**src/rtl/fpr_pkg.sv**
```systemverilog
// fpr_pkg: types and fixed widths shared by the file peer registry.
// No dependencies; compiled first.
package fpr_pkg;

    localparam int HASH_W  = 64;
    localparam int CHUNK_W = 32;
    localparam int ADDR_W  = 32;
    localparam int PORT_W  = 16;
    localparam int STAT_W  = 3;
    localparam int INDEX_W = 6;
    localparam int TOTAL_W = 3;

    typedef enum logic [STAT_W-1:0] {
        ST_CREATED    = 3'd0,
        ST_ADDED      = 3'd1,
        ST_DUPLICATE  = 3'd2,
        ST_LIST_FULL  = 3'd3,
        ST_TABLE_FULL = 3'd4
    } t_status;

    // announcement travelling down the cell row
    typedef struct packed {
        logic [HASH_W-1:0]  hash_word0;
        logic [HASH_W-1:0]  hash_word1;
        logic [HASH_W-1:0]  hash_word2;
        logic [HASH_W-1:0]  hash_word3;
        logic [CHUNK_W-1:0] chunk_count;
        logic [ADDR_W-1:0]  peer_address;
        logic [PORT_W-1:0]  peer_port;
    } t_probe;

    // resolution carried along with the probe
    typedef struct packed {
        logic    done;
        t_status status;
    } t_res;

endpackage

```
**src/rtl/fpr_cell.sv**
```systemverilog
// fpr_cell: one table slot of the registry plus its peer list.
// Depends on fpr_pkg; instantiated in a row by file_peer_registry_unit.
module fpr_cell #(
    parameter int CELL_IDX = 0,
    parameter int PEERS    = 5,
    parameter int IW       = 6,
    parameter int CW       = 3
) (
    input  logic             i_clk,
    input  logic             i_rst_n,
    input  logic             i_adv,
    input  logic             i_vld,
    input  fpr_pkg::t_probe  i_probe,
    input  fpr_pkg::t_res    i_res,
    input  logic [IW-1:0]    i_idx,
    input  logic [CW-1:0]    i_tot,
    output logic             o_vld,
    output fpr_pkg::t_probe  o_probe,
    output fpr_pkg::t_res    o_res,
    output logic [IW-1:0]    o_idx,
    output logic [CW-1:0]    o_tot
);

    logic                          r_valid;
    logic [CW-1:0]                 r_cnt;
    logic [fpr_pkg::HASH_W-1:0]    r_key0, r_key1, r_key2, r_key3;
    logic [fpr_pkg::CHUNK_W-1:0]   r_chunks;
    logic [fpr_pkg::ADDR_W-1:0]    r_paddr [PEERS];
    logic [fpr_pkg::PORT_W-1:0]    r_pport [PEERS];

    logic                          r_ovld;
    fpr_pkg::t_probe               r_oprobe;
    fpr_pkg::t_res                 r_ores;
    logic [IW-1:0]                 r_oidx;
    logic [CW-1:0]                 r_otot;

    logic                          w_hit, w_dup, w_add, w_create;
    fpr_pkg::t_res                 n_res;
    logic [IW-1:0]                 n_idx;
    logic [CW-1:0]                 n_tot;

    always_comb begin
        w_hit = r_valid
             && r_key0 == i_probe.hash_word0 && r_key1 == i_probe.hash_word1
             && r_key2 == i_probe.hash_word2 && r_key3 == i_probe.hash_word3;
        w_dup = 1'b0;
        for (int p = 0; p < PEERS; p++) begin
            if (CW'(p) < r_cnt && r_paddr[p] == i_probe.peer_address
                && r_pport[p] == i_probe.peer_port) begin
                w_dup = 1'b1;
            end
        end
    end

    always_comb begin
        n_res    = i_res;
        n_idx    = i_idx;
        n_tot    = i_tot;
        w_add    = 1'b0;
        w_create = 1'b0;
        if (!i_res.done) begin
            if (w_hit) begin
                n_res.done = 1'b1;
                n_idx      = IW'(CELL_IDX);
                priority if (w_dup) begin
                    n_res.status = fpr_pkg::ST_DUPLICATE;
                    n_tot        = r_cnt;
                end else if (r_cnt >= CW'(PEERS)) begin
                    n_res.status = fpr_pkg::ST_LIST_FULL;
                    n_tot        = r_cnt;
                end else begin
                    n_res.status = fpr_pkg::ST_ADDED;
                    n_tot        = r_cnt + CW'(1);
                    w_add        = 1'b1;
                end
            end else if (!r_valid) begin
                // slots fill from the bottom, so the first empty one ends the search
                n_res.done   = 1'b1;
                n_res.status = fpr_pkg::ST_CREATED;
                n_idx        = IW'(CELL_IDX);
                n_tot        = CW'(1);
                w_create     = 1'b1;
            end
        end
    end

    always_ff @(posedge i_clk) begin
        if (!i_rst_n) begin
            r_valid <= 1'b0;
            r_cnt   <= '0;
            r_ovld  <= 1'b0;
        end else if (i_adv) begin
            r_ovld <= i_vld;
            if (i_vld && w_create) begin
                r_valid <= 1'b1;
                r_cnt   <= CW'(1);
            end else if (i_vld && w_add) begin
                r_cnt   <= r_cnt + CW'(1);
            end
        end
    end

    always_ff @(posedge i_clk) begin
        if (i_adv) begin
            r_oprobe <= i_probe;
            r_ores   <= n_res;
            r_oidx   <= n_idx;
            r_otot   <= n_tot;
            if (i_vld && w_create) begin
                r_key0     <= i_probe.hash_word0;
                r_key1     <= i_probe.hash_word1;
                r_key2     <= i_probe.hash_word2;
                r_key3     <= i_probe.hash_word3;
                r_chunks   <= i_probe.chunk_count;
                r_paddr[0] <= i_probe.peer_address;
                r_pport[0] <= i_probe.peer_port;
            end
            if (i_vld && w_add) begin
                for (int p = 0; p < PEERS; p++) begin
                    if (CW'(p) == r_cnt) begin
                        r_paddr[p] <= i_probe.peer_address;
                        r_pport[p] <= i_probe.peer_port;
                    end
                end
            end
        end
    end

    assign o_vld   = r_ovld;
    assign o_probe = r_oprobe;
    assign o_res   = r_ores;
    assign o_idx   = r_oidx;
    assign o_tot   = r_otot;

endmodule

```
**config.mk**
```make
export PLATFORM = sky130hd
export DESIGN_NAME = fpr_cell
export DESIGN_NICKNAME = d
export VERILOG_FILES = /design/src/rtl/fpr_pkg.sv /design/src/rtl/fpr_cell.sv
export SDC_FILE = /design/constraint.sdc
export NUM_CORES = 1
export LEC_CHECK = 0
export BUFFER_PORTS_ARGS = -buffer_cell sky130_fd_sc_hd__buf_2
export CAP_MARGIN = 40
export CORE_AREA = 2 2 275 277
export CTS_BUF_LIST = sky130_fd_sc_hd__clkbuf_2
export CTS_CLUSTER_DIAMETER = 50
export CTS_CLUSTER_SIZE = 24
export DETAILED_ROUTE_END_ITERATION = 12
export DIE_AREA = 0 0 277 279
export GPL_TIMING_DRIVEN = 0
export MAX_ROUTING_LAYER = met4
export PLACE_DENSITY = 0.66
export SLEW_MARGIN = 10
export SYNTH_ARGS = -nofsm -noshare
export SYNTH_HDL_FRONTEND = slang
export SYNTH_SLANG_ARGS = --single-unit
```
**constraint.sdc**
```tcl
create_clock -name i_clk -period 11.7 [get_ports i_clk]
set_clock_uncertainty 0.2 [all_clocks]
set_input_delay 2.34 -clock i_clk [delete_from_list [all_inputs] [get_ports i_clk]]
set_output_delay 2.34 -clock i_clk [all_outputs]
set_load 0.05 [all_outputs]
```
# After elaboration in Yosys (flattened, before gate mapping)
# Memories as Yosys holds them, arrays and structs flattened.
# Index checks and enable logic that the tools add are counted.
dict set report word_totals {
  reg_bits 610
  latchBits 0
  mem_bits_rw 240
  rom_bits 0
  inputBits 353
  out_inout_bits 350
  memories 2
}
# memory words width rd rd_clocked_by_memory_dff wr line
set memory_table {}
lappend memory_table {r_paddr 5 32 5 0 1 fpr_cell.sv:28} ;# logic [fpr_pkg::ADDR_W-1:0] r_paddr [PEERS];
lappend memory_table {r_pport 5 16 5 0 1 fpr_cell.sv:29} ;# logic [fpr_pkg::PORT_W-1:0] r_pport [PEERS];
dict set report classes {
  add_sub_neg 1
  multipliers 0
  div 0
  n_lt_le_gt_ge 6
  n_eq_ne 18
  n_shift 0
  n_mux 76
  n_bitwise 2
  reduce_logical 29
}
# op count
set ops {}
lappend ops {{64-bit equality test} 4}
lappend ops {{32-bit equality test} 5}
lappend ops {{32-bit two-way mux} 5}
lappend ops {{32-bit OR reduction} 4}
lappend ops {{16-bit equality test} 5}
lappend ops {{16-bit two-way mux} 5}
lappend ops {{16-bit OR reduction} 4}
lappend ops {{3-bit two-way mux} 17}
lappend ops {{1-bit two-way mux} 43}
lappend ops {{6-bit two-way mux} 3}
lappend ops {{1-bit logical AND} 16}
lappend ops {{2-bit by 3-bit equality test with 1-bit output, first input constant} 2}
lappend ops {{1-bit by 3-bit less-than comparator with 1-bit output, first input constant} 2}
lappend ops {{2-bit by 3-bit less-than comparator with 1-bit output, first input constant} 2}
lappend ops {{2-bit two-way mux} 2}
lappend ops {{4-bit two-way mux} 1}
lappend ops {{2-bit AND reduction} 2}
lappend ops {{3-bit by 1-bit adder with 3-bit output, second input constant} 1}
lappend ops {{1-bit by 3-bit equality test with 1-bit output, first input constant} 1}
lappend ops {{3-bit equality test, first input constant} 1}
lappend ops {{3-bit greater-or-equal comparator, second input constant} 1}
lappend ops {{3-bit logical NOT} 1}
lappend ops {{3-bit less-than comparator, first input constant} 1}
lappend ops {{1-bit bitwise OR} 2}
lappend ops {{other kinds (2)} 2}

# Depth between registers and ports, before layout
# Gate-level depths: netlist of run 1.
# An unclocked memory read counts as a cell.
dict set report logic_depth {
  word_depth 21
  depth_mapped 11
  ltp_nobuf 9
}

# Worst setup path after synthesis of run 1
# OpenSTA, ideal clock, no wires.
dict set report synth_path {
  kind {in2reg}
  from {in i_res[3] in the netlist's numbering}
  to {reg r_key0[0] in the netlist's numbering, enable pin}
  setup_ns 0.606
  arrival_ns 7.646
  required_ns 10.894
  setup_slack_ns 3.248
  path_stages 3
  path_buffers 0
  cell_sequence {nor2_1 > nand3_1 > inv_1}
}
dict set report synth_via {
  elab_chain_cells 3
}
# item line
set synth_lines {}
lappend synth_lines {{start: declaration} fpr_cell.sv:14} ;# input fpr_pkg::t_res i_res,
lappend synth_lines {{1-bit two-way mux} fpr_cell.sv:61} ;# if (!i_res.done) begin
lappend synth_lines {{1-bit logical AND} fpr_cell.sv:109} ;# if (i_vld && w_create) begin
lappend synth_lines {{2-bit AND reduction (no source line)} -}
lappend synth_lines {{end signal: assignment} fpr_cell.sv:110} ;# r_key0 <= i_probe.hash_word0;
lappend synth_lines {{end: declaration} fpr_cell.sv:26} ;# logic [fpr_pkg::HASH_W-1:0] r_key0, r_key1, r_key2, r_key3;
# No other way between the ends.
# A chain may end at the register's enable or synchronous reset.

# Worst setup path after layout of run 1
dict set report layout_path {
  from {in i_probe[164] in the netlist's numbering}
  to {mem r_paddr[0][44] in the netlist's numbering, enable pin}
}
dict set report layout_via {
  elab_chain_cells 14
  elab_cells_between_ends 40
  classes_between {eq/ne: 1; mux: 30; bitwise: 1; reduce/logical: 8}
}
# item line
set layout_lines {}
lappend layout_lines {{start: declaration} fpr_cell.sv:13} ;# input fpr_pkg::t_probe i_probe,
lappend layout_lines {{64-bit equality test *} fpr_cell.sv:45} ;# && r_key2 == i_probe.hash_word2 && r_key3 == i_probe.hash_word3;
lappend layout_lines {{1-bit logical AND * (2 in series)} fpr_cell.sv:45}
lappend layout_lines {{1-bit two-way mux} fpr_cell.sv:62} ;# if (w_hit) begin
lappend layout_lines {{1-bit two-way mux} fpr_cell.sv:61}
lappend layout_lines {{1-bit logical AND, on equally long branches} {fpr_cell.sv:118, fpr_cell.sv:109}}
lappend layout_lines {{1-bit two-way mux, on equally long branches} {fpr_cell.sv:118, fpr_cell.sv:109}}
lappend layout_lines {{1-bit two-way mux} fpr_cell.sv:104} ;# if (i_adv) begin
lappend layout_lines {{1-bit two-way mux, on equally long branches} {fpr_cell.sv:121, fpr_cell.sv:115}}
lappend layout_lines {{32-bit OR reduction (no source line) or 1-bit bitwise OR (tied branches)} -}
lappend layout_lines {{3-bit two-way mux (no source line) or 1-bit two-way mux (tied branches) (4 in series)} -}
lappend layout_lines {{end: declaration} fpr_cell.sv:28}
# Mark *: on every way between the ends. The rest lies on a longest branch, timed or not.

==> flow_summary_export.csv, run 1 <==
group,metric,value,unit
route,vias,18326,
power_and_ir_drop,comb_power_share,13.1,%
clock_network,clk_latency,1.28,ns
critical_path,start_kind,"input pin",
critical_path,reg2reg_setup_slack,6.98,ns
timing,relSlewSlack,35.2,%
layout,final_cell_mix,"845 x sky130_fd_sc_hd__edfxtp_1, 750 x sky130_fd_sc_hd__buf_2, 301 x sky130_fd_sc_hd__xnor2_1, 114 x sky130_fd_sc_hd__xor2_1, 88 x sky130_fd_sc_hd__clkbuf_2",
clock_network,post_cts.repair.setup_buffers,0,
timing,final_max_slew_viol_count,0,
synth,ys_dominant_reg_cell,"sky130_fd_sc_hd__edfxtp_1",
layout,layout-drive-gt1-share,35.9,%
clock_network,clkSlewWorstSetupHoldPaths,0.34,ns
timing,rsz0062_at_grt,"no",
timing,fmax,177,MHz
synth,syn_area_per_cell,18.4,um2
global_route,grt_pass1_vias,18089,
synth,synthesis.area,0.0320,mm2
power_and_ir_drop,switching_share,30.5,%
route,detail_route.drc_violations,0,
route,ant_nets,0,
layout,leading_cell_type_in_the_layout_fill_and_taps_excluded,"sky130_fd_sc_hd__edfxtp_1",
floorplanning,die_h,279,um
timing,setup_viol,0,
power_and_ir_drop,power.leakage,13.8,nW
synth,yosys_warnings,0,
synth,synthesis.nets,2091,
critical_path,critPathArrivalTime,6.38,ns
flow_run,timing.max_cap.violations,0,
synth,netlist.top_cell.by_area,"sky130_fd_sc_hd__edfxtp_1",
critical_path,worst-path-max-fanout,24,
route,routed_wl,86200,um
floorplanning,core_area,0.0741,mm2
power_and_ir_drop,power.share.sequential,58.9,%
layout,layout.nets,2899,
clock_network,tritoncts_clock_tree,"done",
global_route,grt_pass1_wl,123000,um
route,drt-vias-per-instance,5.10,
critical_path,setup.worst_path.class,"input pin to register",
power_and_ir_drop,p_switching,0.00183,W
floorplanning,die_width,277,um
critical_path,rr_startpoint,"r_key2[20]",
floorplanning,floorplan.initialDensity,43.2,%
layout,post_layout_nonfiller_instances,3594,
synth,ys_ff_latch,850,
power_and_ir_drop,power.internal,0.00417,W
min_path,hold_class,"register to register",
clock_network,cts.htree.levels,3,
clock_network,tritoncts.num_buffers,83,
floorplanning,core.rowCount,100,
clock_network,ctsLongestPathBuffers,3,
clock_network,cts_hold_buffers,0,
timing,fin_crit_sh,48.3,%
min_path,hold_path_startpoint,"o_vld",
timing,finalHoldViolations,0,
global_route,grt_util_all_layers,22.4,%
clock_network,ctsResizeCount,0,
critical_path,crit_required,12.43,ns
global_route,grt_overflow,0,
synth,synth-async-reset-ratio,0,%
synth,synth.top_cell.area_share,79.3,%
timing,final.min_clock_period,5.66,ns
critical_path,timing.critical_path.to_type,"register",
critical_path,setup.worst_path.start,"i_probe[164]",
placed_design,placedCellCount,3426,
placed_design,dp.final_hpwl,65800,um
status,status,"finished, final reports clean",
route,wire_per_inst,24.0,um
layout,layout.area.seq,0.0255,mm2
synth,synth_cells,1734,
floorplanning,ios,703,
power_and_ir_drop,clkPwrFrac,28.0,%
synth,ys_types,53,
route,drt_iter0_drc,1784,
clock_network,clk_root_buffer_cell,"sky130_fd_sc_hd__clkbuf_2",
clock_network,clock_sinks,850,
synth,synth_edf_count,845,
power_and_ir_drop,power.density,156,mW/mm2
layout,multiInputGateArea,0.00609,mm2
floorplanning,dieArea,0.0773,mm2
timing,hold-worst-slack,0.343,ns
placed_design,routabilityCongestion,0.912,
timing,tns,0,ns
global_route,antenna_found_initial,18,
synth,part_of_the_yosys_area_used_for_sequential_elements,79.7,%
layout,layout-area-overhead-vs-synth,20.4,%
power_and_ir_drop,power.ir.vdd_worst,109,uV
route,dr.pass1.iters,5,
global_route,largest_net_degree_at_the_start_of_global_routing,120,
layout,final.fill_count,6171,
timing,max_slew.worst_pin.slew,0.970,ns
synth,synth.area.top_cells,"sky130_fd_sc_hd__edfxtp_1 79%, sky130_fd_sc_hd__xnor2_1 8.2%, sky130_fd_sc_hd__xor2_1 3.1%",
placed_design,port_buffers,702,
[power groups by stage]
| stage | Clock [W] | Combinational, W | Sequential (W) |
|---|---|---|---|
| after floorplan | 0 | 0.000134 | 0.00395 |
| after global placement | 0 | 0.000771 | 0.00362 |
| after detailed placement | 0 | 0.000787 | 0.00360 |
| after CTS | 0.00174 | 0.000790 | 0.00353 |
| after global routing | 0.00186 | 0.000817 | 0.00355 |
| final | 0.00168 | 0.000785 | 0.00353 |
[cell type report]
class	instances	area share, %
clock inverters	68	2.30
clock buffers	88	1.14
well taps	969	3.15
repair buffers	723	10.1
diodes	12	0.0780
plain buffers	51	0.657
flip-flops and latches	850	66.2
inverters	54	0.546
multi-input cells	779	15.8
[worst paths after layout]
check | depth (start not counted) | end
hold / removal | 2 | o_vld
setup / recovery | 11 | r_paddr[0][44]
setup reg to reg | 10 | r_paddr[0][44]
hold reg to reg | 2 | o_vld
[metal layers]
| metal | up-vias | wire length (um) | track usage, % |
|---|---|---|---|
| li1 | 8214 | - | - |
| met1 | 9186 | 35600 | 29.2 |
| met2 | 794 | 42900 | 36.6 |
| met3 | 132 | 5700 | 3.72 |
| met4 | 0 | 1970 | 5.92 |
| met5 | - | 0 | - |
[through the flow]
step / util, % / power [W] / cell area (um2) / setup slack (ns)
global route: 52.0 / 0.00622 / 38500 / 5.96
floorplan: - / 0.00409 / 32000 / 3.25
global placement: 49.6 / 0.00439 / 36700 / -5.69
finish: 52.0 / 0.00600 / 38500 / 6.04
CTS: 51.9 / 0.00607 / 38500 / 6.17
detailed placement: 50.1 / 0.00439 / 37100 / 4.77
[critical path, stage by stage]
cell	delay [ns]
sky130_fd_sc_hd__buf_2	0.14
sky130_fd_sc_hd__xnor2_1	0.44
sky130_fd_sc_hd__nand4_1	0.28
sky130_fd_sc_hd__nor4_1	0.63
sky130_fd_sc_hd__nand4_1	0.31
sky130_fd_sc_hd__or4_4	0.61
sky130_fd_sc_hd__nor3_1	0.39
sky130_fd_sc_hd__nand3_1	0.29
sky130_fd_sc_hd__nor2_4	0.46
sky130_fd_sc_hd__buf_12	0.27
sky130_fd_sc_hd__buf_16	0.18
[logic make-up (layout without fill, tap and decap cells)]
| family | after synthesis | in the layout | share of synthesized area [%] |
|---|---|---|---|
| flops | 850 | 850 | 79.7 |
| xor+xnor | 415 | 415 | 11.4 |
| simple gates | 280 | 280 | 5.38 |
| buf+inv | 105 | 984 | 1.42 |
| compound gates | 72 | 72 | 1.77 |
| mux | 8 | 8 | 0.254 |
| fa+ha+maj | 4 | 4 | 0.156 |
| other cells | 0 | 12 | 0 |
[sequential cells by signal (all words and copies together) (netlist names), 4 cells and up]
| name | count |
|---|---|
| o_idx | 6 |
| o_probe | 336 |
| o_res | 4 |
| r_key0 | 64 |
| r_key1 | 64 |
| r_key2 | 64 |
| r_key3 | 64 |
| r_paddr | 160 |
| r_pport | 80 |
[cells in the mapped netlist (all sizes together), types with 8 or more instances]
cell type,number
o22ai,15
a2111oi,16
nand4,87
nor3,11
buf,49
nand3,12
o2111ai,8
nor2b,66
nor2,10
xor2,114
inv,54
nor4,49
nand2b,24
xnor2,301
edfxtp,845
(Power assumes the default switching activity.)
==> inputs of run 2 (changes only) <==
- CORE_AREA: 2 2 275 277 -> 2 2 277 279
- DIE_AREA: 0 0 277 279 -> 0 0 279 281
- PLACE_DENSITY: 0.66 -> 0.67
- clock period: 11.7 -> 4.65 ns (I/O delays scaled with it)
==> run 2 against run 1 <==
Net effect:
- sequential share of layout area is 6.1 points lower
- via count is 8.7% higher
- first-iteration DRC count is 0.28% lower
- die area is 1.4% higher
- routed wire length is 6.7% higher
- sequential power grew to 2.5 times the previous value
- combinational power grew to 2.9 times the previous value
- worst hold slack worse by 0.17 ns
- critical endpoint is now r_paddr[0][152]
==> flow_summary_export.csv, run 2 (synthesis results as in run 1) <==
group,metric,value,unit
placed_design,dpl_worst_slack,-0.818,ns
clock_network,clkSlewWorstSetupHoldPaths,0.29,ns
layout,layout.nets,3276,
global_route,antenna_found_initial,15,
route,dr.pass1.iters,5,
power_and_ir_drop,power.leakage,15.4,nW
global_route,largest_net_degree_at_the_start_of_global_routing,124,
critical_path,setup.worst_path.start,"r_cnt[2]",
timing,fin_crit_sh,93.4,%
placed_design,placedCellCount,3437,
layout,fin_util,56.2,%
timing,hold-worst-slack,0.173,ns
placed_design,routabilityCongestion,0.918,
global_route,grt_pass1_vias,20112,
global_route,grt_pass1_wl,131000,um
floorplanning,ios,703,
critical_path,start_kind,"register",
timing,max_slew.worst_pin.slew,0.954,ns
layout,layout-area-overhead-vs-synth,32.5,%
route,routed_wl,91900,um
route,detail_route.drc_violations,0,
layout,final_cell_mix,"845 x sky130_fd_sc_hd__edfxtp_1, 750 x sky130_fd_sc_hd__buf_2, 369 x sky130_fd_sc_hd__dlygate4sd3_1, 301 x sky130_fd_sc_hd__xnor2_1, 114 x sky130_fd_sc_hd__xor2_1",
critical_path,worst_r2r_path_cells,12,
layout,post_layout_nonfiller_instances,3988,
timing,relSlewSlack,35.6,%
status,status,"finished, final reports clean",
min_path,worstHoldPathCells,2,
clock_network,cts.htree.levels,3,
critical_path,cp_common_cell,"sky130_fd_sc_hd__buf_8",
route,drt_iter0_drc,1779,
clock_network,clk_root_buffer_cell,"sky130_fd_sc_hd__clkbuf_2",
clock_network,tritoncts.num_buffers,88,
power_and_ir_drop,power.ir.vdd_worst,275,uV
clock_network,clk_latency,1.25,ns
timing,fin_ws,0.305,ns
flow_run,timing.max_cap.violations,0,
floorplanning,die_width,279,um
min_path,hold_path_startpoint,"i_probe[74]",
min_path,hold_class,"input pin to register",
floorplanning,core.rowCount,101,
global_route,grt_overflow,0,
placed_design,port_buffers,702,
timing,final_max_slew_viol_count,0,
critical_path,rr_startpoint,"r_cnt[2]",
critical_path,cp_cell_sequence,"clkbuf_1 -> o311ai_0 -> nor4_1 -> nand4_1 -> or4bb_1 -> or3_1 -> buf_2 -> nor3_4 -> buf_8 -> buf_8 -> buf_16 -> buf_8",
critical_path,critPathMaxStageDelay,0.90,ns
layout,layout-drive-gt1-share,31.8,%
layout,largest_reg_flops,336,
layout,leading_cell_type_in_the_layout_fill_and_taps_excluded,"sky130_fd_sc_hd__edfxtp_1",
timing,rsz0062_at_grt,"no",
critical_path,setup.worst_path.class,"register to register",
power_and_ir_drop,total_power,0.0155,W
timing,finalHoldViolations,0,
route,ant_nets,0,
critical_path,timing.critical_path.to_type,"register",
critical_path,critPathArrivalTime,5.09,ns
power_and_ir_drop,power.density,365,mW/mm2
floorplanning,core_area,0.0754,mm2
route,drt-vias-per-instance,5.00,
critical_path,worst-path-max-fanout,14,
timing,setup_viol,0,
placed_design,dp.final_hpwl,66100,um
critical_path,crit_required,5.39,ns
timing,final.min_clock_period,4.34,ns
global_route,grt_util_all_layers,23.5,%
floorplanning,floorplan.initialDensity,42.4,%
clock_network,clock_sinks,850,
route,vias,19925,
floorplanning,die_h,281,um
timing,fmax,230,MHz
clock_network,ctsLongestPathBuffers,3,
clock_network,tritoncts_clock_tree,"done",
critical_path,slowest_stage,"sky130_fd_sc_hd__o311ai_0",
floorplanning,dieArea,0.0784,mm2
route,wire_per_inst,23.0,um
## run 2: changes by cell type in the layout (fill, tap and decap cells not counted), sizes merged, moves of 3 or more
| cell | before | now |
|---|---|---|
| dlygate4sd3 | 0 | 369 |
| clkbuf | 90 | 93 |
| inv | 90 | 86 |
| clkinv | 19 | 27 |
| diode | 12 | 16 |
| buf | 771 | 775 |
## run 2: stage by stage
step	TNS, ns	instance area [um2]
2_1_floorplan	-214.07	32000
3_3_place_gp	-4305.56	36800
3_5_place_dp	-120.94	37200
4_1_cts	0	42300
5_1_grt	0	42400
6_report	0	42400
## run 2: metal layers
layer | GRT usage [%] | wire (um) | vias up
li1 | - | - | 8985
met3 | 4.51 | 6050 | 145
met4 | 7.28 | 2470 | 0
met1 | 29.5 | 37200 | 9967
met2 | 38.9 | 46200 | 828
met5 | - | 0 | -
## run 2: path summary, 6_finish.rpt
| check | end | slack, ns |
|---|---|---|
| worst max register to register | r_paddr[0][152] | 0.31 |
| worst min register to register | o_vld | 0.34 |
| worst max-delay path | r_paddr[0][152] | 0.31 |
| worst min-delay path | o_probe[74] | 0.17 |
## run 2: area by class of cell
class                   instances  area, um2
clock inverters                74        907
inverters                      54        206
well taps                     978       1220
multi-input cells             779       6130
diodes                         16       40.0
repair buffers               1095       7670
plain buffers                  51        254
fillers                      5815      33100
flip-flops and latches        850      25500
clock buffers                  91        455
## run 2: worst max-delay path, delay by kind of cell, from the launching register on
kind / cells / cell delay [ns]
AO/OA/AOI/OAI: 1 / 0.90
buffers and inverters: 6 / 1.19
flip-flops: 1 / 0.35
AND/OR/NAND/NOR: 5 / 1.46
## run 2: timing repair
item / CTS / global route
hold endpoints to repair: 891 / 0
hold buffers: 369 / 0
gates resized for setup: 2 / 4
pin swaps: 0 / 1
endpoints found under the setup margin: 41 / 57
buffers inserted: 0 / 1
## run 2: report_power, final
group	switching (W)	leakage, nW	total (W)	internal (W)
registers	0.000106	7.97	0.00889	0.00879
clock network	0.00304	0.800	0.00431	0.00126
logic	0.00157	6.64	0.00226	0.000687
total	0.00472	15.4	0.0155	0.0107
